<file path="src/rtl/bfa_pkg.sv">
// bitmap frame allocator: shared types, action codes and sequencer states
// used by bfa_ffz and bitmap_frame_allocator_unit; no dependencies
`timescale 1ns / 1ps

package bfa_pkg;

  localparam int WORD_W = 64;
  localparam int POS_W  = 6;
  localparam int CNT_W  = 17;
  localparam logic [CNT_W-1:0] COUNT_MAX = 17'h1FFFF;

  typedef enum logic [1:0] {
    ACT_RELEASE = 2'd0,
    ACT_RESERVE = 2'd1,
    ACT_ALLOC   = 2'd2,
    ACT_FREE    = 2'd3
  } action_t;

  typedef enum logic [3:0] {
    ST_CLEAR,
    ST_IDLE,
    ST_TOP_SCAN,
    ST_SUM_FRD,
    ST_SUM_FIND,
    ST_MAP_RD,
    ST_MAP_MOD,
    ST_SUM_RD,
    ST_SUM_MOD,
    ST_DONE
  } state_t;

  typedef struct packed {
    logic             found;
    logic [POS_W-1:0] pos;
  } ffz_res_t;

endpackage

</file>
<file path="src/rtl/bfa_ffz.sv">
// bitmap frame allocator: lowest-clear-bit finder over one 64-bit word,
// shared by every level of the search; depends on bfa_pkg
`timescale 1ns / 1ps

module bfa_ffz (
  input  logic [bfa_pkg::WORD_W-1:0] word,
  output bfa_pkg::ffz_res_t          res
);

  always_comb begin
    res.found = 1'b0;
    res.pos   = '0;
    // scan from the top so the lowest clear bit wins
    for (int i = bfa_pkg::WORD_W - 1; i >= 0; i--) begin
      if (!word[i]) begin
        res.found = 1'b1;
        res.pos   = bfa_pkg::POS_W'(i);
      end
    end
  end

endmodule

</file>
<file path="config.mk">
export PLATFORM = sky130hd
export DESIGN_NAME = bfa_ffz
export DESIGN_NICKNAME = d
export VERILOG_FILES = /design/src/rtl/bfa_pkg.sv /design/src/rtl/bfa_ffz.sv
export SDC_FILE = /design/constraint.sdc
export NUM_CORES = 1
export LEC_CHECK = 0
export ABC_AREA = 1
export BUFFER_PORTS_ARGS = -buffer_cell sky130_fd_sc_hd__buf_2
export CAP_MARGIN = 20
export CORE_AREA = 2 2 48 50
export DETAILED_ROUTE_END_ITERATION = 8
export DIE_AREA = 0 0 50 52
export PLACE_DENSITY = 0.8
export SLEW_MARGIN = 20
export SYNTH_ARGS = -nofsm -noshare
export SYNTH_HDL_FRONTEND = slang
export SYNTH_SLANG_ARGS = --single-unit
</file>
<file path="constraint.sdc">
create_clock -name vclk -period 3.3
set_clock_uncertainty 0.05 [all_clocks]
set_input_delay 0.165 -clock vclk [all_inputs]
set_output_delay 0.165 -clock vclk [all_outputs]
set_load 0.05 [all_outputs]
</file>
=== Yosys cells after proc, flatten, opt, wreduce, memory -nomap -nowiden ===
Index checks and enable logic that the tools add are counted.

* Register bits after elaboration: 0
* Output and inout bits: 7
* Logic and storage cells: 64

* Muxes and demuxes: 64

{| class="wikitable"
|+ Operator list
! kind !! count
|-
| $mux 7 || 64
|}

=== Depth between registers and ports, before layout ===
Gate-level depths: netlist (run 1).

* Depth after elaboration: 64
* Depth in mapped cells: 61
* Mapped depth without buffers: 61

=== Least setup slack after synthesis (run 1) ===
Ideal clock, no wire load.

* Path type: in2out
* Start point: input port word[63] (netlist name)
* End point: output port res[0] (netlist name)
* Arrival time: 3154 ps
* Setup slack: -69 ps
* Stages on the path: 61
* Cell sequence: inv_1 -> nand2_1 -> nand2_1 -> nand2_1 -> nand2_1 -> nand2_1 -> nand2_1 -> nand2_1 -> nand2_1 -> nand2_1 -> nand2_1 -> nand2_1 -> nand2_1 -> nand2_1 -> nand2_1 -> nand2_1 -> nand2_1 -> nand2_1 -> [25 not listed] -> nand2_1 -> nand2_1 -> nand2_1 -> nand2_1 -> nand2_1 -> nand2_1 -> nand2_1 -> nand2_1 -> nand2_1 -> nand2_1 -> nand2_1 -> nand2_1 -> nand2_1 -> nand2_1 -> nand2_1 -> nand2_1 -> nand2_1 -> a21oi_2

{| class="wikitable"
|+ RTL lines
! what !! RTL line !! RTL
|-
| start: declaration || bfa_ffz.sv:6 || <nowiki>input logic [bfa_pkg::WORD_W-1:0] word,</nowiki>
|-
| end: declaration || bfa_ffz.sv:7 || <nowiki>output bfa_pkg::ffz_res_t res</nowiki>
|}

==> reports/results.ini, run 1 <==
[outcome]
status = finished, violations left
violations = negative setup slack

[detailed_routing]
drcViolationCount = 0
wl_per_cell_um = 7.090
dr_total_vias = 1222
drtPass1Iterations = 5
vias_per_cell = 4.412
ant_nets = 0
finalWirelength_mm = 1.964
initialDrtViolationCount = 7

[worst_setup_path]
worst-path-max-fanout = 2
cp.required_ns = 3.08
critPathBufInv = 3
critPathArrivalTime_ns = 3.25
slowest_delay_ns = 0.17
startpoint_type = input port
critPathCaptureType = output pin
crit_family = simple AND/OR/NAND/NOR gates
cp_slowest_cell = buf_6
crit_path_frequent_cell = nand2_1
crit_type = in2out
crit_start = word[63]

[pwr]
irDropWorstVdd_mv = 0.04899
p_leak_nw = 0.7119
power_density_mw_per_mm2 = 99.69

[timing]
finalHoldViolCount = 0
worst_pin_slew_ns = 0.3191
setup-tns-final_ns = -0.1694
fin_crit_sh = 1.051
fin_ws_ns = -0.1694
drv_slew = 0
fin_crit_ns = 3.469
setup_viol = 1
fmax_mhz = 288.2
rsz0062_at_grt = true
fin_worst_hold_slack_ns = 0.6573
slew_headroom = 0.7850

[synth]
synth_cells = 171
avgSynthCellArea_um2 = 4.083
synth_warnings = 0
syn-num-nets = 235
synth_seq_area_share = 0
synth_area_um2 = 698.2
synth.distinct_cells = 13

[floorplan]
die_h_um = 52
start_util = 0.3316
rows = 17
dieArea_mm2 = 0.002600
core_region_area_mm2 = 0.002106
ios = 71
die_w_um = 50

[layout]
regArea_um2 = 0
seq_cell_count = 0
fin_util = 0.5508
fillers = 252
drive_gt1_frac = 0.3293
syn2layout_area_growth_pct = 66.13
clockBufferCount = 0
diodes = 0
multiInputGateArea_um2 = 676.9
nNetsFinal = 315

[placed_design]
io_buffers = 71
place_congestion = 0.6780
dp.final_hpwl_mm = 1.830

[global_routing]
grt_max_degree = 5
grt-ovfl-total = 0
grt_first_pass_wirelength_mm = 3.615
grt.total_usage = 0.1618
antenna_found_initial = 0
grt_pass1_vias = 1048

[cts]
cts_setup_buffers = 0
cts_hold_buf = 0

[worst_hold_path]
hp-class = in2out
hold_start = word[3]

[job]
maxCapViolations = 0

## cell usage after synthesis
cell type,count,area (um2)
a21oi_2,1,8.760
a21oi_1,2,10.01
inv_1,9,33.78
nand3_1,7,35.03
o311ai_0,1,8.760
o21bai_1,1,7.510
a31oi_1,3,18.77
nor3_1,2,10.01
nand2_1,97,364.1
o21ai_0,5,25.02
nor2_1,38,142.6
nand4_1,3,18.77
a21boi_0,2,15.01
## what timing repair did
action	4_1_cts	5_1_grt
endpoints found under the setup margin	1	1
pin swaps	0	0
hold endpoints to repair	0	0
gates resized for setup	4	1
## metal layers
metal  global-route usage  up-vias  share of wire
li1                     -      698              -
met1               0.1976      486           0.43
met2               0.3268       38           0.50
met3             0.005747        0          0.066
met4                    0        0              0
met5                    0        -              0
## through the flow
step                total power, mW  instance area [um2]  worst slack (ns)  instances
floorplan                   0.05385                705.7           0.07176        171
global placement             0.1125                 1149           -0.2657        277
detailed placement           0.1140                 1149           -0.2872        277
CTS                          0.1164                 1157           -0.2081        277
global route                 0.1349                 1160           -0.9596        277
finish                       0.1156                 1160           -0.1694        277
## where the power goes
part / switching (mW) / internal [mW] / leakage, nW / total, mW
combinational: 0.0590 / 0.0566 / 0.712 / 0.116
clock: 0 / 0 / 0 / 0
sequential: 0 / 0 / 0 / 0
total: 0.0590 / 0.0566 / 0.712 / 0.116
## final timing paths
check | slack (ns) | endpoint | cells after the start
setup / recovery | -0.17 | res[0] | 63
hold / removal | 0.66 | res[1] | 3
## area by class of cell
| class | count | share of cell area |
|---|---|---|
| timing repair buffer | 78 | 0.3571 |
| inverter | 9 | 0.02913 |
| tap | 28 | 0.03021 |
| multi-input combinational | 162 | 0.5836 |
## cells in the final DEF, fill, tap and decap left out
| master | n |
|---|---|
| buf_4 | 7 |
| inv_2 | 1 |
| inv_1 | 8 |
| nand2_2 | 2 |
| o21bai_1 | 1 |
| nor2_1 | 38 |
| buf_6 | 1 |
| a21oi_1 | 2 |
| o21ai_0 | 5 |
| buf_2 | 70 |
| a31oi_1 | 3 |
| nand3_1 | 7 |
| nand4_1 | 3 |
| o311ai_0 | 1 |
| a21oi_4 | 1 |
| a21boi_0 | 2 |
| nand2_1 | 95 |
| nor3_1 | 2 |
## kinds of logic (layout without fill, tap and decap cells)
logic type             after synthesis  after routing  share of synthesized area
AO/OA/AOI/OAI                       15             15                     0.1344
buffers and inverters                9             87                    0.04838
AND/OR/NAND/NOR                    147            147                     0.8172
No activity file was read; power rests on OpenSTA's default activity.
==> run 2, diff against run 1 <==
Settings changed: ABC_AREA 1 to 0, CORE_AREA 2 2 48 50 to 2 2 53 55, DIE_AREA 0 0 50 52 to 0 0 55 57, PLACE_DENSITY 0.8 to 0.74.
==> run 2 against run 1 <==
Effect of this change:
- the flow now finishes without violations
- hold slack improved by 0.077 ns
- total power rose by 0.80%
- sequential share of layout area did not move
- combinational power barely moved
- first-iteration DRC count rose to 4.4 times the previous value
- design area rose by 7.9%
- critical path depth fell by 56
- final cell count fell by 12%
- critical endpoint is now res[1]
==> reports/results.ini, run 2 <==
[worst_setup_path]
crit_path_frequent_cell = buf_2
slowest_delay_ns = 0.33  ; +0.16 ns
startpoint_type = input port
crit_type = in2out
cp.required_ns = 3.08  ; about the same
crit_chain = buf_2, nand2_1, a31o_1, a311oi_1, o2111ai_1, nor2_1, buf_2
cp_slowest_cell = a311oi_1
critPathCaptureType = output pin
worst-path-max-fanout = 4  ; +2
critPathArrivalTime_ns = 1.42  ; -1.83 ns

[timing]
drv_slew = 0  ; unchanged
setup_viol = 0  ; -1
fmax_mhz = 611.7  ; +110%
slew_headroom = 0.7842  ; about the same
fin_crit_ns = 1.635  ; -1.835 ns
fin_ws_ns = 1.665  ; +1.835 ns
finalHoldViolCount = 0  ; unchanged
rsz0062_at_grt = false
fin_crit_sh = 0.4954  ; -0.5559
worst_pin_slew_ns = 0.3210  ; +0.001857 ns
setup-tns-final_ns = 0  ; +0.1694 ns

[synth]
synth_cells = 143  ; -16%
synth_warnings = 0  ; unchanged
avgSynthCellArea_um2 = 5.994  ; +47%
synth_top_area_share = 0.1387  ; -0.3828
synth.distinct_cells = 32  ; +19
yosys.cell_count.top_type = nand2_1
syn-num-nets = 207  ; -12%
synth_commonest_cells = nand2_1 (20), nand4_1 (19), nand3_1 (12)
synth_seq_area_share = 0  ; unchanged
synth_area_um2 = 857.1  ; +23%
yosysTopAreaCell = nand4_1
yosys-top-cells-area = nand4_1 (14%), nand2_1 (8.8%), nand3_1 (7.0%)

[layout]
drive_gt1_frac = 0.3738  ; +0.04451
diodes = 0  ; unchanged
regArea_um2 = 0  ; unchanged
fillers = 293  ; +16%
seq_cell_count = 0  ; unchanged
clockBufferCount = 0  ; unchanged
nNetsFinal = 280  ; -11%
final_common_cell = buf_2
final_cells = 245  ; -12%
mostFrequentLayoutCells = buf_2 (71), nand2_1 (20), nand4_1 (19)
syn2layout_area_growth_pct = 45.99
post-route-cell-area_mm2 = 0.001251  ; +7.9%

[detailed_routing]
wl_met2_mm = 1.253  ; +27%
route.met3.wl_um = 202  ; +57%
vias_per_cell = 5.490  ; +24%
finalWirelength_mm = 2.855  ; +45%
drtPass1Iterations = 4  ; -1
ant_nets = 0  ; unchanged
dr_total_vias = 1345  ; +10%
highest_layer = met3
wl_per_cell_um = 11.65  ; +64%
initialDrtViolationCount = 31  ; +24
drcViolationCount = 0  ; unchanged
met1_length_mm = 1.399  ; +65%

[pwr]
p_leak_nw = 0.5558  ; -22%
finalPower_mw = 0.1166  ; +0.80%
comb_power_share = 1.000  ; about the same
switchingPower_mw = 0.06749  ; +14%
power_density_mw_per_mm2 = 93.15  ; -6.6%
irDropWorstVdd_mv = 0.05853  ; +19%
internal_power_mw = 0.04906  ; -13%
clockPowerShare = 0  ; unchanged
p_seq_frac = 0  ; unchanged
switching_share = 0.5791  ; +0.06887

[floorplan]
ios = 71  ; unchanged
rows = 19  ; +2
die_h_um = 57  ; +9.6%
core_region_area_mm2 = 0.002615  ; +24%
dieArea_mm2 = 0.003135  ; +21%
die_w_um = 55  ; +10%
start_util = 0.3278  ; -0.003800

[outcome]
status = finished clean

[worst_hold_path]
hp-class = in2out
hold_start = word[1]
min_to = res[2]
hold_depth = 4  ; +1

[global_routing]
antenna_found_initial = 0  ; unchanged
grt_pass1_vias = 1108  ; +5.7%
grt.total_usage = 0.1711  ; +0.009259
grt_first_pass_wirelength_mm = 4.243  ; +17%
grt_max_degree = 7  ; +2
grt-ovfl-total = 0  ; unchanged

[placed_design]
io_buffers = 71  ; unchanged
placed_cell_area_mm2 = 0.001251  ; +8.9%
place_congestion = 0.8625  ; +27%
dp.final_hpwl_mm = 2.524  ; +38%
dp_slack_ns = 1.647  ; +1.934 ns
post-place-cells = 245  ; -12%

[job]
maxCapViolations = 0  ; unchanged

[cts]
cts_hold_buf = 0  ; unchanged
cts_setup_buffers = 0  ; unchanged
cts_resized = 0  ; -4

==> run 2: final cells by class <==
cell class         count  area, um2  area share
multi-input cells    132      815.8      0.6520
repair buffers        71      355.3      0.2840
inverters             11      41.29     0.03300
well taps             31      38.79     0.03100
==> run 2: worst max-delay path: cells and delay by family <==
kind | cells | cell delay, ns
compound gates | 3 | 0.69
buf+inv | 2 | 0.38
simple gates | 2 | 0.17
==> run 2: kinds of logic (layout without fill, tap and decap cells) <==
group / Yosys count / in the layout / synth area share
simple gates: 83 / 83 / 0.5299
buf+inv: 11 / 82 / 0.04818
compound gates: 49 / 49 / 0.4219
==> run 2: how the worst max path moves through the flow <==
stage | to | slack [ns] | from | cells past startpoint
after global routing | res[0] | 1.51 | word[16] | 7
after CTS | res[0] | 1.64 | word[25] | 7
final | res[1] | 1.67 | word[28] | 7
after detailed placement | res[0] | 1.65 | word[25] | 7
after floorplan | res[3] | 1.53 | word[48] | 5
after global placement | res[3] | 1.67 | word[48] | 7
==> run 2: per-stage QoR <==
step | util | hold slack (ns)
floorplan | - | 0.5377
global placement | 0.4785 | 0.7386
detailed placement | 0.4785 | 0.7328
CTS | 0.4785 | 0.7353
global route | 0.4785 | 0.7602
finish | 0.4785 | 0.7340
==> run 2: power by group through the flow <==
stage                     Combinational (mW)  Clock [mW]  Sequential, mW
final                                  0.117           0               0
after CTS                              0.116           0               0
after global placement                 0.115           0               0
after detailed placement               0.116           0               0
after global routing                   0.129           0               0
after floorplan                       0.0448           0               0
==> run 2: per-layer routing <==
layer,vias up,global-route usage
met4,0,0
met3,0,0.005236
met2,46,0.2891
met5,-,0
li1,718,-
met1,581,0.2548
